`src/design/mrcf_pkg.sv`:
```
// ----------------------------------------------------------------------------
// mrcf_pkg
// Shared types, constants and pointer helpers for the mouse report
// coalescing fifo.
// ----------------------------------------------------------------------------
package mrcf_pkg;

	localparam int RING_DEPTH = 8;
	localparam int SUM_WIDTH  = 16;
	localparam int PTR_W      = (RING_DEPTH > 1) ? $clog2(RING_DEPTH) : 1;

	localparam logic CMD_REPORT = 1'b0;
	localparam logic CMD_READ   = 1'b1;

	localparam logic STATUS_ENTRY = 1'b0;
	localparam logic STATUS_EMPTY = 1'b1;

	typedef logic [PTR_W-1:0] ptr_t;

	typedef struct packed {
		logic [7:0]                  buttons;
		logic signed [SUM_WIDTH-1:0] sum_x;
		logic signed [SUM_WIDTH-1:0] sum_y;
	} entry_t;

	typedef struct packed {
		logic   en;
		ptr_t   addr;
		entry_t data;
	} ring_wr_t;

	typedef enum logic {
		S_IDLE,
		S_LOOKUP
	} state_t;

	function automatic ptr_t ptr_next(input ptr_t p);
		ptr_t r;
		r = (p == PTR_W'(RING_DEPTH - 1)) ? '0 : ptr_t'(p + 1'b1);
		return r;
	endfunction

	function automatic ptr_t ptr_prev(input ptr_t p);
		ptr_t r;
		r = (p == '0) ? PTR_W'(RING_DEPTH - 1) : ptr_t'(p - 1'b1);
		return r;
	endfunction

endpackage

```
`src/design/mrcf_ring.sv`:
```
// ----------------------------------------------------------------------------
// mrcf_ring
// Entry storage: one write port and one read port with registered data.
// ----------------------------------------------------------------------------
module mrcf_ring (
	input  logic              clk,
	input  mrcf_pkg::ring_wr_t wr,
	input  mrcf_pkg::ptr_t     rd_addr,
	output mrcf_pkg::entry_t   rd_data
);
	import mrcf_pkg::*;

	entry_t mem [RING_DEPTH];

	always_ff @(posedge clk) begin
		if (wr.en) begin
			mem[wr.addr] <= wr.data;
		end
	end

	always_ff @(posedge clk) begin
		rd_data <= mem[rd_addr];
	end

endmodule

```
`src/design/mouse_report_coalescing_fifo_top.sv`:
```
// ----------------------------------------------------------------------------
// mouse_report_coalescing_fifo_top
// Buffers mouse reports in a ring, folding motion of reports with equal
// buttons into the newest entry; read commands pop the oldest entry.
// ----------------------------------------------------------------------------
// Usage:
//   Input channel (in_valid / in_stall) carries a command plus one report.
//   A report transfer produces no result; a read transfer produces exactly
//   one result on the output channel (out_valid / out_stall): the oldest
//   entry with status 0, or status 1 and zero payload when the ring is empty.
//   Each transfer has an accept and a lookup step: the accept cycle issues
//   the ring read (newest entry for a report, oldest for a read) and the
//   lookup step, in the next cycle, uses the registered read data to merge,
//   append or pop. in_stall is high during the lookup step, so a new item is
//   taken only once the last is done. A read result is loaded into the
//   output register as the lookup step ends. If the output register still
//   holds an untaken result, a read stays in its lookup step until it
//   drains; reports finish regardless.
//   Reset clears the pointers, the last-report register and the output
//   valid flag; the ring contents are not cleared and need no clearing pass.
// ----------------------------------------------------------------------------
module mouse_report_coalescing_fifo_top (
	input  logic                                 clk,
	input  logic                                 arst_n,
	input  logic                                 in_valid,
	output logic                                 in_stall,
	input  logic                                 command,
	input  logic [7:0]                           button_bits,
	input  logic signed [7:0]                    delta_x,
	input  logic signed [7:0]                    delta_y,
	output logic                                 out_valid,
	input  logic                                 out_stall,
	output logic                                 status,
	output logic [7:0]                           out_buttons,
	output logic signed [mrcf_pkg::SUM_WIDTH-1:0] sum_x,
	output logic signed [mrcf_pkg::SUM_WIDTH-1:0] sum_y
);
	import mrcf_pkg::*;

	state_t state_q, state_d;

	ptr_t wr_ptr_q, rd_ptr_q;
	logic [23:0] last_report_q;

	logic              cmd_q;
	logic [7:0]        btn_q;
	logic signed [7:0] dx_q, dy_q;

	logic                        out_valid_q;
	logic                        status_q;
	logic [7:0]                  out_buttons_q;
	logic signed [SUM_WIDTH-1:0] sum_x_q, sum_y_q;

	ring_wr_t ring_wr;
	ptr_t     ring_rd_addr;
	entry_t   ring_rd_data;

	logic load_item, out_free, result_load, report_do, merge, append;
	logic empty, full, addr_cmd;
	logic [23:0] packed_q;
	logic signed [SUM_WIDTH-1:0] dx_ext, dy_ext;

	mrcf_ring u_ring (
		.clk     (clk),
		.wr      (ring_wr),
		.rd_addr (ring_rd_addr),
		.rd_data (ring_rd_data)
	);

	assign empty    = (wr_ptr_q == rd_ptr_q);
	assign full     = (ptr_next(wr_ptr_q) == rd_ptr_q);
	assign out_free = !out_valid_q || !out_stall;
	assign packed_q = {dy_q, dx_q, btn_q};
	assign dx_ext   = SUM_WIDTH'(dx_q);
	assign dy_ext   = SUM_WIDTH'(dy_q);

	// read address follows the incoming command while idle, the held one after
	assign addr_cmd     = (state_q == S_IDLE) ? command : cmd_q;
	assign ring_rd_addr = (addr_cmd == CMD_READ) ? rd_ptr_q : ptr_prev(wr_ptr_q);

	// next state
	always_comb begin
		state_d = state_q;
		unique case (state_q)
			S_IDLE: begin
				if (in_valid) begin
					state_d = S_LOOKUP;
				end
			end
			S_LOOKUP: begin
				if (cmd_q == CMD_REPORT || out_free) begin
					state_d = S_IDLE;
				end
			end
			default: state_d = S_IDLE;
		endcase
	end

	// state outputs
	always_comb begin
		in_stall    = 1'b1;
		load_item   = 1'b0;
		result_load = 1'b0;
		report_do   = 1'b0;
		unique case (state_q)
			S_IDLE: begin
				in_stall  = 1'b0;
				load_item = in_valid;
			end
			S_LOOKUP: begin
				result_load = (cmd_q == CMD_READ) && out_free;
				report_do   = (cmd_q == CMD_REPORT) && (packed_q != last_report_q);
			end
			default: begin
				in_stall = 1'b1;
			end
		endcase
	end

	assign merge  = report_do && !empty && (ring_rd_data.buttons == btn_q);
	assign append = report_do && !merge && !full;

	always_comb begin
		ring_wr.en           = merge || append;
		ring_wr.addr         = merge ? ptr_prev(wr_ptr_q) : wr_ptr_q;
		ring_wr.data.buttons = btn_q;
		if (merge) begin
			ring_wr.data.sum_x = ring_rd_data.sum_x + dx_ext;
			ring_wr.data.sum_y = ring_rd_data.sum_y + dy_ext;
		end else begin
			ring_wr.data.sum_x = dx_ext;
			ring_wr.data.sum_y = dy_ext;
		end
	end

	always_ff @(posedge clk or negedge arst_n) begin
		if (!arst_n) begin
			state_q       <= S_IDLE;
			wr_ptr_q      <= '0;
			rd_ptr_q      <= '0;
			last_report_q <= '0;
			out_valid_q   <= 1'b0;
		end else begin
			state_q <= state_d;
			if (append) begin
				wr_ptr_q <= ptr_next(wr_ptr_q);
			end
			if (report_do) begin
				last_report_q <= packed_q;
			end
			if (result_load) begin
				out_valid_q <= 1'b1;
				if (!empty) begin
					rd_ptr_q <= ptr_next(rd_ptr_q);
				end
			end else if (!out_stall) begin
				out_valid_q <= 1'b0;
			end
		end
	end

	// item and result payload
	always_ff @(posedge clk) begin
		if (load_item) begin
			cmd_q <= command;
			btn_q <= button_bits;
			dx_q  <= delta_x;
			dy_q  <= delta_y;
		end
		if (result_load) begin
			if (empty) begin
				status_q      <= STATUS_EMPTY;
				out_buttons_q <= '0;
				sum_x_q       <= '0;
				sum_y_q       <= '0;
			end else begin
				status_q      <= STATUS_ENTRY;
				out_buttons_q <= ring_rd_data.buttons;
				sum_x_q       <= ring_rd_data.sum_x;
				sum_y_q       <= ring_rd_data.sum_y;
			end
		end
	end

	assign out_valid   = out_valid_q;
	assign status      = status_q;
	assign out_buttons = out_buttons_q;
	assign sum_x       = sum_x_q;
	assign sum_y       = sum_y_q;

endmodule
```
`config.mk`:
```
export PLATFORM = sky130hd
export DESIGN_NAME = mouse_report_coalescing_fifo_top
export DESIGN_NICKNAME = d
export VERILOG_FILES = /design/src/design/mrcf_pkg.sv /design/src/design/mrcf_ring.sv /design/src/design/mouse_report_coalescing_fifo_top.sv
export SDC_FILE = /design/constraint.sdc
export NUM_CORES = 1
export LEC_CHECK = 0
export BUFFER_PORTS_ARGS = -buffer_cell sky130_fd_sc_hd__buf_4
export CORE_MARGIN = 1.5
export CORE_UTILIZATION = 35
export DETAILED_ROUTE_END_ITERATION = 8
export GPL_TIMING_DRIVEN = 1
export PLACE_DENSITY = 0.53
export SYNTH_ARGS = -nofsm -noshare
export SYNTH_HDL_FRONTEND = slang
export SYNTH_SLANG_ARGS = --single-unit
```
`constraint.sdc`:
```
create_clock -name clk -period 5.5 [get_ports clk]
set_input_delay 0.55 -clock clk [delete_from_list [all_inputs] [get_ports clk]]
set_output_delay 0.55 -clock clk [all_outputs]
set_load 0.02 [all_outputs]
```
==> results.toml <==
[status]
outcome = "finished, final reports clean"

[clock_network]
ctsHoldBuffers = 1
clockRootBuffer = "clkbuf_16"
clk_pin_slew_worst_paths_ns = 0.06
cts_resized = 0
ctsLongestPathBuffers = 3
postCtsSetupBuffers = 0
cts.sinks = 458
cts_made_buffers = 49
clk_latency_ns = 0.61
htree_levels = 2
cts_tree = "built"

[synth]
ys_ff_latch = 458
synth_flop_cell = "edfxtp_1"
yosysWarnings = 0
yosysMostFrequentCell = "edfxtp_1"
seq_area_frac_synth = 0.708
synth_nets = 1090
synth_top_area_frac = 0.622
synth_top_area_cell = "edfxtp_1"
postSynthCellCount = 1023
syn_area_um2 = 18600
async_flop_share = 0.0699
synth_common_cells = "edfxtp_1, mux4_2, mux2_2"
avgSynthCellArea_um2 = 18.2
netlist_top_cells_area = "edfxtp_1, mux4_2, dfrtp_1"
synth_cell_type_count = 60
synth_edf_count = 386

[finish]
syn_to_final_growth_pct = 16.6
drive_gt1_frac = 0.284
stdcell_count = 1861
antennaDiodeCount = 0
nets = 1199

[floorplan]
initial_core_util = 0.355
num_rows = 84
dieArea_um2 = 54600
die_h_um = 234
ios = 72
core_area_um2 = 52600
die_w_um = 234

[global_route]
grt_overflow = 0
grt_max_degree = 45
antenna_found_initial = 2
grt_usage = 0.160
grt_pass1_vias = 9696
grt_pass1_wl_um = 63100

[sta]
max_slew_margin = 0.224
worst_pin_slew_ns = 1.16
drv_slew = 0
fin_crit_ns = 3.94
post-route-period-util = 0.717
skew_ns = 0.0318
setup_violations = 0
grt_setup_unrepaired = "false"
fmax_ghz = 0.254
whs_ns = 0.134
finalSetupTns_ns = 0
hold_viol = 0
timing.final.ws_setup_ns = 1.56

[critical_path]
crit_fanout = 34
critical_path_required_ns = 5.71
cp_slowest_cell = "edfxtp_1"
r2r_slack_ns = 1.56
crit_end = "u_ring.mem[6][18]$_DFFE_PP_"
arrival_ns = 4.15
critPathBufInv = 1
critPathMaxStageDelay_ns = 0.60
r2r_start = "dx_q[7]$_DFFE_PP_"
cp_cell_sequence = "xnor2_1 > nand4_1 > nor4_1 > a311oi_4 > nand2_2 > mux2i_1 > nand3_1 > nor2_4 > buf_4"
r2r-end = "u_ring.mem[6][18]$_DFFE_PP_"
crit_path_start = "dx_q[7]$_DFFE_PP_"
crit_family = "simple AND/OR/NAND/NOR gates"
startpoint_type = "register"
critPathKind = "reg2reg"
r2r_cells = 9
path_depth = 9
crit_path_end_kind = "register"

[drt]
vias = 9375
via_per_inst = 5.04
wl_met2_um = 19700
first_iter_violations = 690
wl_met3_um = 1840
top_layer_used = "met4"
first_pass_iters = 4
drt_wl_total_um = 42400
wl_met1_um = 20000
wl_per_cell_um = 22.8
drc = 0
ant_nets = 0

[placement]
port_buffers = 71
dp_cells = 1768
preCtsSetupSlack_ns = 1.56
place.gp.congestion = 0.780
dp.final_hpwl_um = 25900

[job]
cap_violations = 0

[power_and_ir_drop]
p_per_area_nw_per_um2 = 528
peakVddDrop_mv = 0.230
total_power_uw = 11500
p_leak_uw = 0.00744

[worst_hold_path]
hold_class = "in2reg"
[per-stage QoR]
step,cell area (um^2),utilization
2_1_floorplan,18600,-
3_3_place_gp,20100,0.383
3_5_place_dp,20100,0.383
4_1_cts,21700,0.414
5_1_grt,21700,0.414
6_report,21700,0.414
[metal layers]
layer	vias to the layer above	GRT usage
li1	4256	-
met1	4867	0.229
met2	193	0.252
met3	59	0.0286
met4	0	0.0411
met5	-	0
[worst min path at each step]
stage,start,endpoint,slack [ns],cells past startpoint
CTS,delta_x[7],dx_q[7]$_DFFE_PP_,0.10,1
global route,delta_y[5],dy_q[5]$_DFFE_PP_,0.11,1
detailed placement,last_report_q[16]$_DFFE_PN0P_,last_report_q[16]$_DFFE_PN0P_,0.52,1
floorplan,arst_n,last_report_q[0]$_DFFE_PN0P_,0.25,0
global placement,last_report_q[11]$_DFFE_PN0P_,last_report_q[11]$_DFFE_PN0P_,0.51,1
finish,button_bits[5],btn_q[5]$_DFFE_PP_,0.13,1
[logic make-up (layout without fill, tap and decap cells)]
| group | Yosys count | count (layout) | synth area share |
|---|---|---|---|
| AOI/OAI and AO/OA | 103 | 103 | 0.0357 |
| xor gates and xnor gates | 59 | 59 | 0.0277 |
| adders and majority gates | 38 | 38 | 0.0263 |
| buffers and inverters | 57 | 207 | 0.0158 |
| DFF | 458 | 458 | 0.708 |
| muxes | 155 | 155 | 0.143 |
| and+or+nand+nor | 153 | 153 | 0.0430 |
[cells in the final DEF, fill, tap and decap left out, types with 9 or more instances in the layout]
cell and count:
buf_4 89, mux2_2 71, nand2_1 32, nor2_1 21, nor3_1 9, xor2_1 31, dfrtp_1 32, a21oi_1 17
dfxtp_1 40, clkbuf_16 49, ha_1 36, edfxtp_1 386, and2_1 38, o21ai_0 34, clkbuf_1 12, xnor2_1 28
inv_1 22, mux4_2 76
[power breakdown]
| group | internal, uW | switching (uW) |
|---|---|---|
| clock network | 1930 | 1370 |
| logic | 1680 | 1840 |
| registers | 4320 | 326 |
| total | 7930 | 3530 |
[layout make-up]
class | instances | area [um^2]
multi-input cells | 508 | 5270
clock inverters | 28 | 297
inverters | 23 | 86.3
flip-flops and latches | 458 | 13200
clock buffers | 64 | 1310
repair buffers | 92 | 718
fillers | 4694 | 30800
well taps | 688 | 861
[state kept, by name (all words and copies together), names as in the netlist]
signal,count
status,1
out_buttons,8
state_q,1
rd_ptr_q,3
sum_y,16
last_report_q,24
sum_x,16
dx_q,8
u_ring.rd_data,40
out_valid,1
u_ring.mem,320
btn_q,8
cmd_q,1
dy_q,8
wr_ptr_q,3
No activity file was read; power rests on OpenSTA's default activity.
